===== config.mk =====
export PLATFORM = sky130hd
export DESIGN_NAME = terminal_word_assembler_core
export DESIGN_NICKNAME = d
export VERILOG_FILES = /design/src/rtl/twa_pkg.sv /design/src/rtl/twa_queue.sv /design/src/rtl/twa_front.sv /design/src/rtl/twa_back.sv /design/src/rtl/terminal_word_assembler_core.sv
export SDC_FILE = /design/constraint.sdc
export NUM_CORES = 1
export LEC_CHECK = 0
export BUFFER_PORTS_ARGS = -buffer_cell sky130_fd_sc_hd__buf_4
export CAP_MARGIN = 20
export CORE_MARGIN = 10
export CORE_UTILIZATION = 58
export DETAILED_ROUTE_END_ITERATION = 16
export GPL_TIMING_DRIVEN = 0
export PLACE_DENSITY = 0.77
export REMOVE_ABC_BUFFERS = 1
export SLEW_MARGIN = 20
export SYNTH_ARGS = -nofsm -noshare
export SYNTH_HDL_FRONTEND = slang
export SYNTH_SLANG_ARGS = --single-unit

===== constraint.sdc =====
create_clock -name clk_i -period 5.1 [get_ports clk_i]
set_input_delay 0.51 -clock clk_i [delete_from_list [all_inputs] [get_ports clk_i]]
set_output_delay 0.51 -clock clk_i [all_outputs]
set_load 0.02 [all_outputs]

===== src/rtl/twa_pkg.sv =====
// Shared types and constants for the terminal word assembler.
// No dependencies; imported by every module of the block.
`default_nettype none

package twa_pkg;

  // Framing modes as written to the start mode register
  localparam logic [1:0] MODE_AUTO    = 2'd0;
  localparam logic [1:0] MODE_CLASSIC = 2'd1;
  localparam logic [1:0] MODE_ASCII   = 2'd2;

  localparam int unsigned ModeW     = 2;
  localparam int unsigned ByteW     = 8;
  localparam int unsigned WordW     = 20;
  localparam int unsigned QueueDepth = 4;

  // Auto-detect holds this many bytes before choosing the framing
  localparam int unsigned DetectDepth = 3;
  localparam int unsigned DetIdxW     = $clog2(DetectDepth);

  // Classic framing tags in the top two bits of a byte
  localparam logic [1:0] ClassicMidTag = 2'b10;
  localparam logic [1:0] ClassicLowTag = 2'b11;

  // Classic words with special meaning
  localparam logic [WordW-1:0] ClassicDelayWord = 20'd1;
  localparam logic [WordW-1:0] ClassicAbortWord = 20'd2;

  // ASCII framing constants
  localparam logic [ByteW-1:0] IacByte   = 8'o377;
  localparam logic [6:0]       EscChar   = 7'o033;
  localparam logic [6:0]       NulChar   = 7'o000;
  localparam logic [WordW-1:0] DelayCode = 20'h80000;

  // One queued byte on its way to the framing logic
  typedef struct packed {
    logic [ByteW-1:0] data;
    logic             classic;  // framing to apply
    logic             last;     // final byte of the accepted item
  } twa_entry_t;

endpackage

`default_nettype wire


===== src/rtl/twa_queue.sv =====
// Short FIFO of framing entries between front and back end.
// Depends on twa_pkg for the entry type.
`default_nettype none

module twa_queue #(
  parameter int unsigned Depth = twa_pkg::QueueDepth
) (
  input  wire                 clk_i,
  input  wire                 rst_ni,
  input  wire                 push_valid_i,
  output logic                push_ready_o,
  input  twa_pkg::twa_entry_t push_entry_i,
  output logic                pop_valid_o,
  input  wire                 pop_ready_i,
  output twa_pkg::twa_entry_t pop_entry_o
);
  import twa_pkg::*;

  localparam int unsigned PtrW = $clog2(Depth);
  localparam int unsigned CntW = $clog2(Depth + 1);

  twa_entry_t      mem_q [Depth];
  logic [PtrW-1:0] wr_ptr_q, wr_ptr_d;
  logic [PtrW-1:0] rd_ptr_q, rd_ptr_d;
  logic [CntW-1:0] cnt_q, cnt_d;
  logic            push, pop;

  assign push_ready_o = (cnt_q != CntW'(Depth));
  assign pop_valid_o  = (cnt_q != '0);
  assign pop_entry_o  = mem_q[rd_ptr_q];
  assign push         = push_valid_i && push_ready_o;
  assign pop          = pop_valid_o && pop_ready_i;

  always_comb begin
    wr_ptr_d = wr_ptr_q;
    rd_ptr_d = rd_ptr_q;
    cnt_d    = cnt_q;
    if (push) begin
      wr_ptr_d = (wr_ptr_q == PtrW'(Depth - 1)) ? '0 : wr_ptr_q + 1'b1;
    end
    if (pop) begin
      rd_ptr_d = (rd_ptr_q == PtrW'(Depth - 1)) ? '0 : rd_ptr_q + 1'b1;
    end
    if (push && !pop) begin
      cnt_d = cnt_q + 1'b1;
    end else if (pop && !push) begin
      cnt_d = cnt_q - 1'b1;
    end
  end

  always_ff @(posedge clk_i or negedge rst_ni) begin
    if (!rst_ni) begin
      wr_ptr_q <= '0;
      rd_ptr_q <= '0;
      cnt_q    <= '0;
    end else begin
      wr_ptr_q <= wr_ptr_d;
      rd_ptr_q <= rd_ptr_d;
      cnt_q    <= cnt_d;
    end
  end

  always_ff @(posedge clk_i) begin
    if (push) begin
      mem_q[wr_ptr_q] <= push_entry_i;
    end
  end

endmodule

`default_nettype wire


===== src/rtl/twa_front.sv =====
// Front end: accepts bytes, runs auto-detection and replays held bytes.
// Depends on twa_pkg; feeds twa_queue.
`default_nettype none

module twa_front (
  input  wire                          clk_i,
  input  wire                          rst_ni,
  input  wire                          cfg_write_i,
  input  wire  [twa_pkg::ModeW-1:0]    cfg_mode_i,
  input  wire                          s_tvalid_i,
  output logic                         s_tready_o,
  input  wire  [twa_pkg::ByteW-1:0]    s_tdata_i,
  output logic                         push_valid_o,
  input  wire                          push_ready_i,
  output twa_pkg::twa_entry_t          push_entry_o
);
  import twa_pkg::*;

  typedef enum logic [2:0] {
    REP_IDLE   = 3'b001,
    REP_SECOND = 3'b010,
    REP_THIRD  = 3'b100
  } rep_e;

  localparam logic [DetIdxW-1:0] DetLastIdx = DetIdxW'(DetectDepth - 1);

  rep_e               rep_q, rep_d;
  logic [ModeW-1:0]   mode_q, mode_d;
  logic [DetIdxW-1:0] cnt_q, cnt_d;
  logic [ByteW-1:0]   det_q [DetectDepth];
  logic               det_wr, accept, match, is_classic;

  assign s_tready_o = (rep_q == REP_IDLE) && push_ready_i;
  assign accept     = s_tvalid_i && s_tready_o;
  assign is_classic = (mode_q == MODE_CLASSIC);
  // Classic when the held bytes follow the first/middle/last tag pattern
  assign match = !det_q[0][7] && (det_q[1][7:6] == ClassicMidTag)
              && (s_tdata_i[7:6] == ClassicLowTag);

  always_comb begin
    rep_d        = rep_q;
    mode_d       = mode_q;
    cnt_d        = cnt_q;
    det_wr       = 1'b0;
    push_valid_o = 1'b0;
    push_entry_o = '{data: s_tdata_i, classic: is_classic, last: 1'b1};
    case (rep_q)
      REP_SECOND: begin
        push_valid_o = 1'b1;
        push_entry_o = '{data: det_q[1], classic: is_classic, last: 1'b0};
        if (push_ready_i) begin
          rep_d = REP_THIRD;
        end
      end
      REP_THIRD: begin
        push_valid_o = 1'b1;
        push_entry_o = '{data: det_q[2], classic: is_classic, last: 1'b1};
        if (push_ready_i) begin
          rep_d = REP_IDLE;
        end
      end
      default: begin
        if (accept) begin
          if (mode_q == MODE_AUTO) begin
            det_wr = 1'b1;
            if (cnt_q == DetLastIdx) begin
              // Framing decided: start the replay with the first held byte
              push_valid_o = 1'b1;
              push_entry_o = '{data: det_q[0], classic: match, last: 1'b0};
              mode_d       = match ? MODE_CLASSIC : MODE_ASCII;
              cnt_d        = '0;
              rep_d        = REP_SECOND;
            end else begin
              cnt_d = cnt_q + 1'b1;
            end
          end else begin
            push_valid_o = 1'b1;
          end
        end
      end
    endcase
  end

  always_ff @(posedge clk_i or negedge rst_ni) begin
    if (!rst_ni) begin
      rep_q  <= REP_IDLE;
      mode_q <= MODE_AUTO;
      cnt_q  <= '0;
    end else if (cfg_write_i) begin
      rep_q  <= REP_IDLE;
      mode_q <= cfg_mode_i;
      cnt_q  <= '0;
    end else begin
      rep_q  <= rep_d;
      mode_q <= mode_d;
      cnt_q  <= cnt_d;
    end
  end

  always_ff @(posedge clk_i) begin
    if (det_wr) begin
      det_q[cnt_q] <= s_tdata_i;
    end
  end

endmodule

`default_nettype wire


===== src/rtl/twa_back.sv =====
// Back end: classic and ASCII framing, word stash and output register.
// Depends on twa_pkg; drains twa_queue.
`default_nettype none

module twa_back (
  input  wire                          clk_i,
  input  wire                          rst_ni,
  input  wire                          cfg_write_i,
  input  wire                          pop_valid_i,
  output logic                         pop_ready_o,
  input  twa_pkg::twa_entry_t          pop_entry_i,
  output logic                         m_tvalid_o,
  input  wire                          m_tready_i,
  output logic [twa_pkg::WordW-1:0]    m_word_o,
  output logic                         m_abort_o,
  output logic                         m_classic_o,
  output logic                         m_last_o
);
  import twa_pkg::*;

  typedef enum logic [2:0] {
    PH_FIRST  = 3'b001,
    PH_SECOND = 3'b010,
    PH_THIRD  = 3'b100
  } phase_e;

  typedef enum logic [2:0] {
    PFX_NONE = 3'b001,
    PFX_IAC  = 3'b010,
    PFX_ESC  = 3'b100
  } pfx_e;

  phase_e           phase_q, phase_d;
  pfx_e             pfx_q, pfx_d;
  logic [6:0]       high_q, high_d;
  logic [5:0]       mid_q, mid_d;
  logic [ByteW-1:0] b;
  logic [6:0]       c7;
  logic [WordW-1:0] raw;
  logic             wv, ab;
  logic [WordW-1:0] w;

  logic             stash_valid_q, stash_valid_d;
  logic [WordW-1:0] stash_word_q;
  logic             stash_abort_q, stash_classic_q;

  logic             out_valid_q, out_valid_d;
  logic [WordW-1:0] out_word_q;
  logic             out_abort_q, out_classic_q, out_last_q;

  logic             slot_free, consume, emit, emit_stash, emit_last, stash_load;

  assign b   = pop_entry_i.data;
  assign c7  = b[6:0];
  assign raw = {1'b0, high_q, mid_q, b[5:0]};

  // Framing decode of the entry at the queue head
  always_comb begin
    phase_d = phase_q;
    pfx_d   = pfx_q;
    high_d  = high_q;
    mid_d   = mid_q;
    wv      = 1'b0;
    ab      = 1'b0;
    w       = raw;
    if (pop_entry_i.classic) begin
      case (phase_q)
        PH_SECOND: begin
          if (b[7:6] == ClassicMidTag) begin
            mid_d   = b[5:0];
            phase_d = PH_THIRD;
          end else if (!b[7]) begin
            high_d = c7;
          end else begin
            phase_d = PH_FIRST;
          end
        end
        PH_THIRD: begin
          if (b[7:6] == ClassicLowTag) begin
            phase_d = PH_FIRST;
            wv      = 1'b1;
            if (raw == ClassicDelayWord) begin
              w = raw | DelayCode;
            end else begin
              ab = (raw == ClassicAbortWord);
            end
          end else if (!b[7]) begin
            high_d  = c7;
            phase_d = PH_SECOND;
          end else begin
            phase_d = PH_FIRST;
          end
        end
        default: begin
          if (!b[7]) begin
            high_d  = c7;
            phase_d = PH_SECOND;
          end else begin
            phase_d = PH_FIRST;
          end
        end
      endcase
    end else begin
      if ((pfx_q == PFX_NONE) && (b == IacByte)) begin
        pfx_d = PFX_IAC;
      end else if (c7 == EscChar) begin
        pfx_d = PFX_ESC;
      end else begin
        pfx_d = PFX_NONE;
        wv    = 1'b1;
        if (pfx_q == PFX_ESC) begin
          w = {5'd0, EscChar, 1'b0, c7};
        end else if (c7 == NulChar) begin
          w = DelayCode;
        end else begin
          w = {13'd0, c7};
        end
      end
    end
  end

  // A word waits in the stash until a later byte of the same item shows
  // whether it is the final one.
  assign slot_free = !out_valid_q || m_tready_i;

  always_comb begin
    consume       = 1'b0;
    emit          = 1'b0;
    emit_stash    = 1'b0;
    emit_last     = 1'b0;
    stash_load    = 1'b0;
    stash_valid_d = stash_valid_q;
    if (pop_valid_i) begin
      if (wv) begin
        if (stash_valid_q) begin
          // flush the stashed word first; hold the entry
          if (slot_free) begin
            emit          = 1'b1;
            emit_stash    = 1'b1;
            stash_valid_d = 1'b0;
          end
        end else if (pop_entry_i.last) begin
          if (slot_free) begin
            emit      = 1'b1;
            emit_last = 1'b1;
            consume   = 1'b1;
          end
        end else begin
          stash_load    = 1'b1;
          stash_valid_d = 1'b1;
          consume       = 1'b1;
        end
      end else if (pop_entry_i.last && stash_valid_q) begin
        if (slot_free) begin
          emit          = 1'b1;
          emit_stash    = 1'b1;
          emit_last     = 1'b1;
          stash_valid_d = 1'b0;
          consume       = 1'b1;
        end
      end else begin
        consume = 1'b1;
      end
    end
    out_valid_d = emit ? 1'b1 : (out_valid_q && !m_tready_i);
  end

  assign pop_ready_o = consume;

  always_ff @(posedge clk_i or negedge rst_ni) begin
    if (!rst_ni) begin
      phase_q       <= PH_FIRST;
      pfx_q         <= PFX_NONE;
      stash_valid_q <= 1'b0;
      out_valid_q   <= 1'b0;
    end else if (cfg_write_i) begin
      phase_q       <= PH_FIRST;
      pfx_q         <= PFX_NONE;
      stash_valid_q <= 1'b0;
      out_valid_q   <= 1'b0;
    end else begin
      if (consume) begin
        phase_q <= phase_d;
        pfx_q   <= pfx_d;
      end
      stash_valid_q <= stash_valid_d;
      out_valid_q   <= out_valid_d;
    end
  end

  always_ff @(posedge clk_i) begin
    if (consume) begin
      high_q <= high_d;
      mid_q  <= mid_d;
    end
    if (stash_load) begin
      stash_word_q    <= w;
      stash_abort_q   <= ab;
      stash_classic_q <= pop_entry_i.classic;
    end
    if (emit) begin
      out_word_q    <= emit_stash ? stash_word_q : w;
      out_abort_q   <= emit_stash ? stash_abort_q : ab;
      out_classic_q <= emit_stash ? stash_classic_q : pop_entry_i.classic;
      out_last_q    <= emit_last;
    end
  end

  assign m_tvalid_o  = out_valid_q;
  assign m_word_o    = out_word_q;
  assign m_abort_o   = out_abort_q;
  assign m_classic_o = out_classic_q;
  assign m_last_o    = out_last_q;

  // A byte that yields a word is never taken while another word is stashed
  a_no_stash_overwrite: assert property (@(posedge clk_i) disable iff (!rst_ni)
    (pop_ready_o && wv) |-> !stash_valid_q)
    else $error("word consumed while stash occupied");

  // Taking the final byte of an item leaves nothing behind in the stash
  a_stash_empty_after_item: assert property (@(posedge clk_i) disable iff (!rst_ni)
    (pop_valid_i && pop_ready_o && pop_entry_i.last && !cfg_write_i) |=> !stash_valid_q)
    else $error("stash left full at end of item");

  // The abort marker only accompanies the classic abort word
  a_abort_word: assert property (@(posedge clk_i) disable iff (!rst_ni)
    (out_valid_q && out_abort_q) |-> (out_classic_q && (out_word_q == ClassicAbortWord)))
    else $error("abort marker on wrong word");

  // A stashed word flushed to make way for a new word is never marked final
  a_flush_not_last: assert property (@(posedge clk_i) disable iff (!rst_ni)
    (emit && emit_stash && wv) |-> !emit_last)
    else $error("stash flushed as final word");

endmodule

`default_nettype wire


===== src/rtl/terminal_word_assembler_core.sv =====
// Top level of the terminal word assembler: byte stream in, word stream out.
// Depends on twa_pkg, twa_front, twa_queue and twa_back.
`default_nettype none

// Takes one host byte per item on the slave stream and delivers 20-bit
// terminal words on the master stream, in classic three-byte framing or in
// ASCII framing, as selected by the start mode register (0 auto-detect,
// 1 classic, 2 ascii, 3 behaves as ascii). A byte is taken every cycle
// unless a replay runs or the queue is full; a word that ends an item is
// output from the cycle after its last byte leaves the queue. In
// auto-detect mode the first three bytes are held without output; the third
// one fixes the framing and the held bytes are replayed through the framing
// logic, which blocks the input during the replay and yields up to three
// words. tlast marks the final word caused by one input byte. Writing the
// configuration register acts as a reconnect and clears all framing state;
// write it only while no item is in flight. The queue depth (QueueDepth)
// sets how far the front end may run ahead of a stalled output.
module terminal_word_assembler_core #(
  parameter int unsigned QueueDepth = twa_pkg::QueueDepth
) (
  input  wire         clk_i,
  input  wire         rst_ni,
  // configuration write channel: start_mode
  input  wire         cfg_valid_i,
  output logic        cfg_ready_o,
  input  wire  [1:0]  cfg_data_i,
  // input bytes
  input  wire         s_axis_tvalid_i,
  output logic        s_axis_tready_o,
  input  wire  [7:0]  s_axis_tdata_i,   // [7:0] data_byte
  // output words
  output logic        m_axis_tvalid_o,
  input  wire         m_axis_tready_i,
  output logic [23:0] m_axis_tdata_o,   // [19:0] word, [23:20] zero
  output logic [1:0]  m_axis_tuser_o,   // [0] abort_marker, [1] is_classic
  output logic        m_axis_tlast_o
);
  import twa_pkg::*;

  logic             cfg_write;
  logic             push_valid, push_ready;
  twa_entry_t       push_entry;
  logic             pop_valid, pop_ready;
  twa_entry_t       pop_entry;
  logic [WordW-1:0] word;
  logic             abort_marker, is_classic;

  // Always take configuration writes; they reset the framing at once
  assign cfg_ready_o = 1'b1;
  assign cfg_write   = cfg_valid_i && cfg_ready_o;

  // Accept and classify bytes, replay the held detection bytes
  twa_front u_front (
    .clk_i        (clk_i),
    .rst_ni       (rst_ni),
    .cfg_write_i  (cfg_write),
    .cfg_mode_i   (cfg_data_i),
    .s_tvalid_i   (s_axis_tvalid_i),
    .s_tready_o   (s_axis_tready_o),
    .s_tdata_i    (s_axis_tdata_i),
    .push_valid_o (push_valid),
    .push_ready_i (push_ready),
    .push_entry_o (push_entry)
  );

  // Decouple the front end from output stalls
  twa_queue #(
    .Depth (QueueDepth)
  ) u_queue (
    .clk_i        (clk_i),
    .rst_ni       (rst_ni),
    .push_valid_i (push_valid),
    .push_ready_o (push_ready),
    .push_entry_i (push_entry),
    .pop_valid_o  (pop_valid),
    .pop_ready_i  (pop_ready),
    .pop_entry_o  (pop_entry)
  );

  // Assemble words and drive the output register
  twa_back u_back (
    .clk_i       (clk_i),
    .rst_ni      (rst_ni),
    .cfg_write_i (cfg_write),
    .pop_valid_i (pop_valid),
    .pop_ready_o (pop_ready),
    .pop_entry_i (pop_entry),
    .m_tvalid_o  (m_axis_tvalid_o),
    .m_tready_i  (m_axis_tready_i),
    .m_word_o    (word),
    .m_abort_o   (abort_marker),
    .m_classic_o (is_classic),
    .m_last_o    (m_axis_tlast_o)
  );

  // Pack the word into whole bytes, flags into tuser
  assign m_axis_tdata_o = {4'd0, word};
  assign m_axis_tuser_o = {is_classic, abort_marker};

endmodule

`default_nettype wire

==> results.py, run 1 <==
metrics = {
    "run_status": {
        "status": "completed",
    },
    "place": {
        "placed_cell_area_mm2": 0.00678,
        "place_congestion": 0.791,
        "hpwl_um": 7580,
        "numPlacedInstances": 578,
        "numPortBuffers": 39,
    },
    "clock_tree": {
        "path_clk_slew_ns": 0.06,
        "clockBufferDepth": 2,
        "insertion_delay_ns": 0.52,
        "cts_buffers": 17,
        "cts_tree": "built",
        "htreeDepth": 4,
        "cts.sinks": 144,
        "cts_root_buffer": "clkbuf_8",
    },
    "critical_path": {
        "arrival_ns": 4.38,
        "rr_startpoint": "u_queue.rd_ptr_q[0]",
        "cp_max_fo": 19,
        "regToRegSetupSlack_ns": 1.17,
        "r2r_end": "u_queue.cnt_q[2]",
        "r2r_cells": 12,
        "critical_path_required_ns": 5.55,
        "critical_path.endpoint": "u_queue.cnt_q[2]",
        "slowest_delay_ns": 0.99,
        "path_cells": "mux4_2, and4_1, o211a_1, o21ai_0, o22ai_1, inv_1, ha_1, inv_1, fa_1, xor2_1, nor2_1, xor2_1",
        "critical-path-slowest-cell": "dfrtp_1",
        "startpoint_type": "register",
        "crit_path_start": "u_queue.rd_ptr_q[0]",
        "cp_num_cells": 12,
        "crit_type": "reg2reg",
        "critPathTopFamily": "flip-flops",
        "cp_num_buf_inv": 2,
        "end_kind": "register",
    },
    "pwr": {
        "switching_share": 0.312,
        "clkPwrFrac": 0.265,
        "p_per_area_mw_per_mm2": 642,
        "p_sw_mw": 1.48,
        "p_int_mw": 3.27,
        "combPwrFrac": 0.326,
        "p_leak_nw": 2.69,
        "seqPwrFrac": 0.409,
        "vdd_drop_max_uv": 319,
        "p_total_mw": 4.75,
    },
    "synth": {
        "synth_top_area_cell": "edfxtp_1",
        "synth_top_family_by_area": "multiplexers",
        "syn_area_mm2": 0.00640,
        "synth_xor_area_frac": 0.00410,
        "synth.distinct_cells": 60,
        "syn_area_per_cell_um2": 15.3,
        "synthFlopType": "edfxtp_1",
        "async_flop_share": 0.153,
        "yosysMostFrequentCell": "edfxtp_1",
        "synth_top_area_frac": 0.572,
        "yosysWarnings": 0,
        "synth_seq_area_share": 0.659,
        "synthAdderAreaFrac": 0.0149,
        "synth_compound_area_frac": 0.0711,
        "synth_edf_count": 122,
        "synth.area.top_cells": "edfxtp_1 57%, dfrtp_1 7.4%, mux4_2 5.6%, mux2_4 4.7%, nor2_1 2.0%",
        "synthMuxAreaShare": 0.120,
        "synth_common_cells": "122 x edfxtp_1, 34 x nor2_1, 24 x nand2_1, 20 x mux2_4, 19 x dfrtp_1",
        "synthSimpleGateAreaFrac": 0.101,
        "synthCells": 418,
        "ys_seq_elements": 144,
    },
    "sta": {
        "tightest_slew_ns": 0.988,
        "rsz0062_at_grt": "false",
        "fmax_ghz": 0.255,
        "timing_hold_violations_final": 0,
        "relSlewSlack": 0.341,
        "skew_ns": 0.00722,
        "final_max_slew_viol_count": 0,
        "fin_crit_sh": 0.770,
        "fin_crit_ns": 3.93,
        "finalSetupViolations": 0,
    },
    "finish": {
        "register_area_mm2": 0.00422,
        "fin_nets": 480,
        "final_cells": 611,
        "diodes": 0,
        "nFillCells": 743,
        "multiInputGateArea_mm2": 0.00204,
        "postLayoutCellArea_mm2": 0.00740,
        "syn_to_final_growth_pct": 15.5,
        "layout-drive-gt1-share": 0.276,
    },
    "die": {
        "core_mm2": 0.0108,
        "row_count": 38,
        "die_y_um": 125,
        "die_w_um": 125,
        "die_area_mm2": 0.0156,
        "io_pins": 45,
        "initial_core_util": 0.591,
    },
    "drt": {
        "post-route-drc-count": 0,
        "avgRoutedWirePerCell_um": 18.1,
        "detail_route.vias_per_cell": 5.75,
        "drt.antenna.violating_nets": 0,
        "routed_wl_um": 11000,
        "drtIter0Drc": 261,
        "drt_first_pass_iters": 4,
        "vias": 3513,
    },
    "grt": {
        "grt_pass1_wl_um": 18200,
        "grt_pass1_vias": 3707,
        "antenna_found_initial": 0,
        "grt_max_degree": 24,
        "grt_usage": 0.145,
        "overflow": 0,
    },
    "run": {
        "drv_cap": 0,
    },
    "hold_path": {
        "hold_class": "in2reg",
    },
}
==> power by group through the flow <==
stage | clock (mW) | sequential (mW) | combinational, mW
after detailed placement | 0 | 1.97 | 1.56
after CTS | 1.27 | 1.95 | 1.57
after global placement | 0 | 1.97 | 1.45
final | 1.26 | 1.94 | 1.55
after floorplan | 0 | 2.07 | 0.967
after global routing | 1.32 | 1.99 | 1.68
==> repair_timing <==
action	in CTS	in global routing
hold endpoints to repair	19	0
setup buffers	0	0
gates resized for setup	0	0
hold buffers	1	0
==> sequential cells by signal, summed over array words and instances (netlist names), 6 cells and up <==
register	cells
u_queue.mem_q	40
u_front.det_q	24
u_back.m_word_o	20
u_back.stash_word_q	20
u_back.high_q	7
u_back.mid_q	6
==> layer usage <==
layer,global-route usage,vias to the layer above,routed length (um)
met3,0.0427,12,584
met2,0.245,85,5660
li1,-,1679,-
met4,0.0671,0,155
met1,0.165,1737,4630
met5,0,-,0
==> area by class of cell <==
| type | count | area share |
|---|---|---|
| repair buffers | 42 | 0.0445 |
| flip-flops and latches | 144 | 0.570 |
| clock inverters | 15 | 0.0259 |
| multi-input cells | 245 | 0.276 |
| clock buffers | 17 | 0.0560 |
| well taps | 140 | 0.0237 |
| inverters | 8 | 0.00406 |
==> how the worst min path moves through the flow <==
stage                            to  slack [ns]  cells after the start         startpoint
2_1_floorplan     u_back.m_tvalid_o        0.21                      0             rst_ni
3_3_place_gp   u_back.stash_valid_q        0.42                      1             rst_ni
3_5_place_dp      u_back.m_tvalid_o        0.43                      1             rst_ni
4_1_cts         u_front.det_q[0][2]        0.16                      1  s_axis_tdata_i[2]
5_1_grt         u_front.det_q[1][4]        0.17                      1  s_axis_tdata_i[4]
6_report        u_front.det_q[0][2]        0.19                      1  s_axis_tdata_i[2]
==> cell families after synthesis <==
logic type / Yosys count
multiplexers: 46
other: 2
buffers and inverters: 32
adder cells (fa/ha/maj): 7
AO/OA/AOI/OAI: 61
flip-flops: 144
XOR/XNOR: 3
AND/OR/NAND/NOR: 123
==> per-stage QoR <==
stage | hold WS [ns] | setup TNS (ns) | utilization | setup slack (ns)
after floorplan | 0.214 | 0 | - | 0.694
after global placement | 0.423 | -6.66 | 0.621 | -0.194
after detailed placement | 0.426 | 0 | 0.626 | 1.13
after CTS | 0.165 | 0 | 0.682 | 1.10
after global routing | 0.172 | 0 | 0.682 | 0.845
final | 0.186 | 0 | 0.682 | 1.17
==> placed cells by master (no fill, tap or decap), types with 3 or more instances in the layout <==
master	count
nor4_1	5
o21ai_0	13
nor3_1	6
edfxtp_1	122
mux2_4	20
inv_1	8
buf_4	39
conb_1	5
bufinv_16	4
mux2_2	5
nor2b_1	3
nand4_1	4
o22a_1	9
nor3b_1	4
mux2i_1	4
nand2b_1	9
a21o_1	7
nor2_1	34
mux4_2	16
dfstp_2	3
a21oi_1	4
a31oi_1	9
and2_1	14
dfrtp_1	19
ha_1	6
clkbuf_16	16
clkinv_2	5
nand2_1	24
No activity file was read; power rests on OpenSTA's default activity.
==> run 2, diff against run 1 <==
--- a/config.mk
+++ b/config.mk
@@ -8,10 +8,10 @@
 export BUFFER_PORTS_ARGS = -buffer_cell sky130_fd_sc_hd__buf_4
 export CAP_MARGIN = 20
 export CORE_MARGIN = 10
-export CORE_UTILIZATION = 58
+export CORE_UTILIZATION = 54
 export DETAILED_ROUTE_END_ITERATION = 16
 export GPL_TIMING_DRIVEN = 0
-export PLACE_DENSITY = 0.77
+export PLACE_DENSITY = 0.75
 export REMOVE_ABC_BUFFERS = 1
 export SLEW_MARGIN = 20
 export SYNTH_ARGS = -nofsm -noshare
==> constraint.sdc (replaced) <==
create_clock -name clk_i -period 3.2 [get_ports clk_i]
set_input_delay 0.32 -clock clk_i [delete_from_list [all_inputs] [get_ports clk_i]]
set_output_delay 0.32 -clock clk_i [all_outputs]
set_load 0.02 [all_outputs]
==> run 2 against run 1 <==
Core utilization shrank 1.3 points; via count grew 5.6%; die area grew 6.2%; sequential share of layout area shrank 2.2 points; global-route usage grew 0.84 points; sequential cell count is the same; critical endpoint is now u_queue.cnt_q[1]; largest power group unchanged.
==> results.py, run 2 (synthesis gave the netlist of run 1 again) <==
metrics = {
    "sta": {
        "fmax_ghz": 0.317,
        "setup_ws_ns": 0.0468,
        "fin_crit_sh": 0.985,
        "final_max_slew_viol_count": 0,
        "fin_crit_ns": 3.15,
        "rsz0062_at_grt": "true",
        "finalSetupViolations": 0,
        "relSlewSlack": 0.461,
        "tightest_slew_ns": 0.803,
        "timing_hold_violations_final": 0,
        "skew_ns": 0.00896,
    },
    "grt": {
        "overflow": 0,
        "grt_pass1_vias": 3872,
        "antenna_found_initial": 0,
        "grt_max_degree": 24,
        "grt_pass1_wl_um": 19500,
        "grt_usage": 0.153,
    },
    "place": {
        "place_congestion": 0.842,
        "hpwl_um": 7540,
        "dpl_worst_slack_ns": -0.780,
        "numPortBuffers": 39,
        "numPlacedInstances": 582,
    },
    "finish": {
        "nFillCells": 777,
        "diodes": 0,
        "final_cell_mix": "122 x edfxtp_1, 65 x buf_4, 34 x nor2_1",
        "layout-drive-gt1-share": 0.334,
        "final_cells": 643,
        "reg_top3": "u_queue.mem_q x40, u_front.det_q x24",
        "syn_to_final_growth_pct": 20.4,
        "largest_reg_flops": 40,
        "mostFrequentLayoutCell": "edfxtp_1",
        "top_register": "u_queue.mem_q",
        "fin_nets": 509,
    },
    "critical_path": {
        "cp_max_fo": 7,
        "crit_top_cell": "inv_1",
        "path_cells": "buf_12, mux4_2, buf_4, nor3_4, o21ba_4, o21a_1, o22ai_4, inv_1, ha_2, inv_1, fa_1, mux2_2",
        "arrival_ns": 3.46,
        "startpoint_type": "register",
        "critical-path-slowest-cell": "mux4_2",
        "end_kind": "register",
        "crit_type": "reg2reg",
        "slowest_delay_ns": 0.56,
        "cp_num_buf_inv": 4,
        "critPathTopFamily": "multiplexers",
        "critical_path_required_ns": 3.50,
    },
    "die": {
        "io_pins": 45,
        "initial_core_util": 0.556,
        "core_mm2": 0.0115,
        "die_y_um": 129,
        "die_area_mm2": 0.0166,
        "row_count": 39,
        "die_w_um": 129,
    },
    "clock_tree": {
        "htreeDepth": 4,
        "cts_tree": "built",
        "insertion_delay_ns": 0.42,
        "cts_buffers": 17,
        "path_clk_slew_ns": 0.06,
        "cts_root_buffer": "clkbuf_16",
        "clockBufferDepth": 2,
        "cts.sinks": 144,
    },
    "drt": {
        "drt_first_pass_iters": 4,
        "drt.antenna.violating_nets": 0,
        "detail_route.vias_per_cell": 5.77,
        "routed_wl_um": 12000,
        "avgRoutedWirePerCell_um": 18.6,
        "vias": 3711,
        "drtIter0Drc": 225,
        "post-route-drc-count": 0,
    },
    "pwr": {
        "p_per_area_mw_per_mm2": 1050,
        "vdd_drop_max_uv": 599,
        "p_leak_nw": 2.83,
    },
    "hold_path": {
        "hold_class": "in2reg",
    },
    "run_status": {
        "status": "completed",
    },
    "run": {
        "drv_cap": 0,
    },
}
run 2: cell count changes in the layout (fill, tap and decap cells not counted), sizes merged:
cell	change
bufinv	-3
buf	+29
clkinv	-2
clkinvlp	+2
clkbuf	+5
inv	-2
run 2: worst register-to-register path, cell delays in order (launching register included):
cell and delay (ns):
dfrtp_4 0.44, buf_12 0.15, mux4_2 0.57, buf_4 0.17, nor3_4 0.15, o21ba_4 0.20, o21a_1 0.21, o22ai_4 0.17
inv_1 0.06, ha_2 0.19, inv_1 0.07, fa_1 0.39, mux2_2 0.27
run 2: report_power, final:
part           internal [mW]  switching, mW
registers               2.82          0.244
logic                   1.45           1.54
clock network           1.26          0.756
run 2: layout make-up:
| type | count | area [um2] | area share |
|---|---|---|---|
| inverter | 8 | 33.8 | 0.00438 |
| clock buffer | 22 | 529 | 0.0687 |
| multi-input combinational | 245 | 2080 | 0.270 |
| timing repair buffer | 71 | 564 | 0.0732 |
| tap | 143 | 179 | 0.0232 |
| clock inverter | 10 | 95.1 | 0.0123 |
| sequential | 144 | 4220 | 0.548 |
run 2: metrics by stage:
step	TNS (ns)	cell area, um2	power [mW]	hold slack [ns]	utilization
2_1_floorplan	-52.26	6260	4.84	0.0244	-
3_3_place_gp	-106.62	6730	5.46	0.232	0.585
3_5_place_dp	-31.47	6790	5.62	0.234	0.589
4_1_cts	0	7600	7.95	0.0868	0.660
5_1_grt	-0.0842	7710	8.46	0.0917	0.669
6_report	0	7710	8.07	0.102	0.669
run 2: routing by layer:
layer	up-vias	global-route usage	share of wire
met1	1851	0.165	0.40
met2	101	0.263	0.53
met5	-	0	0
met4	0	0.0769	0.022
met3	21	0.0530	0.053
li1	1738	-	-
run 2: what timing repair did:
action                                 4_1_cts  5_1_grt
setup buffers                               17       11
endpoints found under the hold margin       19        0
pin swaps                                    3        5
setup endpoints to repair                   90       50
gates resized for setup                     12        6
gates cloned                                 0        0
hold buffers                                 1        0
run 2: worst paths after layout:
check,from,endpoint,slack [ns],depth (start not counted)
hold reg to reg,u_queue.cnt_q[2],u_queue.cnt_q[2],0.52,1
setup / recovery,u_queue.rd_ptr_q[0],u_queue.cnt_q[1],0.05,12
min in group asynchronous,rst_ni,u_back.m_tvalid_o,0.34,2
hold / removal,s_axis_tdata_i[1],u_front.det_q[0][1],0.10,1
setup reg to reg,u_queue.rd_ptr_q[0],u_queue.cnt_q[1],0.05,12
max in group asynchronous,rst_ni,u_front.rep_q[0],2.57,2
==> run 3, diff against run 2 <==
--- a/config.mk
+++ b/config.mk
@@ -11,6 +11,7 @@
 export CORE_UTILIZATION = 54
 export DETAILED_ROUTE_END_ITERATION = 16
 export GPL_TIMING_DRIVEN = 0
+export MAX_ROUTING_LAYER = met4
 export PLACE_DENSITY = 0.75
 export REMOVE_ABC_BUFFERS = 1
 export SLEW_MARGIN = 20
==> run 3 against run 2 <==
Final cell count stayed put; die area is the same; core utilization unchanged; largest cell class unchanged; highest routed layer unchanged.
==> results.py, run 3 (synthesis gave the netlist of run 1 again) <==
metrics = {
    "run_status": {
        "status": "completed",
    },
    "drt": {
        "avgRoutedWirePerCell_um": 18.6,
        "met1_length_um": 4710,
        "detail_route.vias_per_cell": 5.79,
        "dr_wl_met2_um": 6280,
        "drt.antenna.violating_nets": 0,
        "vias": 3720,
        "top_layer": "met4",
        "post-route-drc-count": 0,
        "routed_wl_um": 12000,
        "drtIter0Drc": 186,
        "met3WireLength_um": 712,
        "drt_first_pass_iters": 5,
    },
    "clock_tree": {
        "cts_buffers": 17,
        "insertion_delay_ns": 0.42,
        "path_clk_slew_ns": 0.06,
        "cts_tree": "built",
        "clockBufferDepth": 2,
        "cts_root_buffer": "clkbuf_16",
        "htreeDepth": 4,
        "cts.sinks": 144,
    },
    "die": {
        "initial_core_util": 0.556,
        "die_y_um": 129,
        "die_area_mm2": 0.0166,
        "row_count": 39,
        "die_w_um": 129,
        "io_pins": 45,
        "core_mm2": 0.0115,
    },
    "finish": {
        "largest_reg_flops": 40,
        "syn_to_final_growth_pct": 20.4,
        "register_area_mm2": 0.00422,
        "reg_top3": "u_queue.mem_q x40, u_front.det_q x24",
        "fin_util": 0.669,
        "mostFrequentLayoutCell": "edfxtp_1",
        "layout-drive-gt1-share": 0.334,
        "top_register": "u_queue.mem_q",
        "multiInputGateArea_mm2": 0.00208,
        "diodes": 0,
        "fin_nets": 509,
        "nFillCells": 777,
        "final_cell_mix": "122 x edfxtp_1, 65 x buf_4, 34 x nor2_1",
        "postLayoutCellArea_mm2": 0.00771,
    },
    "critical_path": {
        "path_cells": "buf_12, mux4_2, buf_4, nor3_4, o21ba_4, o21a_1, o22ai_4, inv_1, ha_2, inv_1, fa_1, mux2_2",
        "critical_path.endpoint": "u_queue.cnt_q[1]",
        "rr_startpoint": "u_queue.rd_ptr_q[0]",
        "crit_top_cell": "inv_1",
        "crit_path_start": "u_queue.rd_ptr_q[0]",
        "r2r_cells": 12,
        "startpoint_type": "register",
        "cp_num_buf_inv": 4,
        "crit_type": "reg2reg",
        "critPathTopFamily": "multiplexers",
        "slowest_delay_ns": 0.56,
        "regToRegSetupSlack_ns": 0.05,
        "arrival_ns": 3.46,
        "critical_path_required_ns": 3.50,
        "cp_max_fo": 7,
        "r2r_end": "u_queue.cnt_q[1]",
        "critical-path-slowest-cell": "mux4_2",
        "cp_num_cells": 12,
        "end_kind": "register",
    },
    "sta": {
        "timing_hold_violations_final": 0,
        "fin_crit_ns": 3.15,
        "tightest_slew_ns": 0.815,
        "hold_ws_ns": 0.0977,
        "rsz0062_at_grt": "true",
        "skew_ns": 0.00733,
        "relSlewSlack": 0.452,
        "final_max_slew_viol_count": 0,
        "fin_crit_sh": 0.986,
        "setup_ws_ns": 0.0454,
        "finalSetupViolations": 0,
        "fmax_ghz": 0.317,
        "tns_ns": 0,
    },
    "grt": {
        "antenna_found_initial": 0,
        "grt_pass1_wl_um": 19500,
        "grt_max_degree": 24,
        "grt_pass1_vias": 3865,
        "grt_usage": 0.158,
        "overflow": 0,
    },
    "place": {
        "numPortBuffers": 39,
        "place_congestion": 0.855,
        "dpl_worst_slack_ns": -0.780,
        "placed_cell_area_mm2": 0.00679,
        "hpwl_um": 7540,
    },
    "pwr": {
        "vdd_drop_max_uv": 599,
        "p_leak_nw": 2.83,
        "p_per_area_mw_per_mm2": 1050,
    },
    "run": {
        "drv_cap": 0,
    },
    "hold_path": {
        "hold_class": "in2reg",
        "holdPathStages": 1,
    },
}
## run 3: metal layers
metal,vias to the layer above,track usage
li1,1735,-
met1,1846,0.166
met2,113,0.262
met3,26,0.0517
met4,0,0.0769
met5,-,-
## run 3: layout make-up
cell class / instances / area share
clock inverter: 10 / 0.0123
tap: 143 / 0.0232
inverter: 8 / 0.00438
clock buffer: 22 / 0.0687
sequential: 144 / 0.548
timing repair buffer: 71 / 0.0732
multi-input combinational: 245 / 0.270
## run 3: power breakdown
part	total, mW	internal (mW)	switching [mW]	leakage [nW]
clock	2.02	1.26	0.759	0.303
combinational	2.99	1.45	1.54	1.12
sequential	3.06	2.82	0.245	1.40
total	8.07	5.53	2.54	2.83
## run 3: what timing repair did
item                                    in CTS  in global routing
endpoints found under the hold margin       19                  0
buffers inserted                            17                 11
endpoints found under the setup margin      90                 50
hold buffers                                 1                  0
pin swaps                                    3                  5
resized for setup                           12                  6
## run 3: metrics by stage
step,total power [mW],std cells
6_report,8.07,643
3_5_place_dp,5.62,582
4_1_cts,7.95,632
3_3_place_gp,5.46,579
2_1_floorplan,4.84,397
5_1_grt,8.47,643
## run 3: worst min path at each step
| stage | from | endpoint | slack (ns) |
|---|---|---|---|
| 5_1_grt | s_axis_tdata_i[1] | u_front.det_q[1][1] | 0.09 |
| 4_1_cts | s_axis_tdata_i[1] | u_front.det_q[0][1] | 0.09 |
| 6_report | s_axis_tdata_i[1] | u_front.det_q[0][1] | 0.1 |
| 2_1_floorplan | rst_ni | u_back.m_tvalid_o | 0.02 |
| 3_5_place_dp | rst_ni | u_back.m_tvalid_o | 0.23 |
| 3_3_place_gp | rst_ni | u_back.stash_valid_q | 0.23 |
## run 3: worst register-to-register path, cell delays in order, from the launching register on
cell     delay [ns]
dfrtp_4        0.44
buf_12         0.15
mux4_2         0.57
buf_4          0.17
nor3_4         0.15
o21ba_4        0.20
o21a_1         0.21
o22ai_4        0.17
inv_1          0.06
ha_2           0.19
inv_1          0.08
fa_1           0.39
mux2_2         0.27
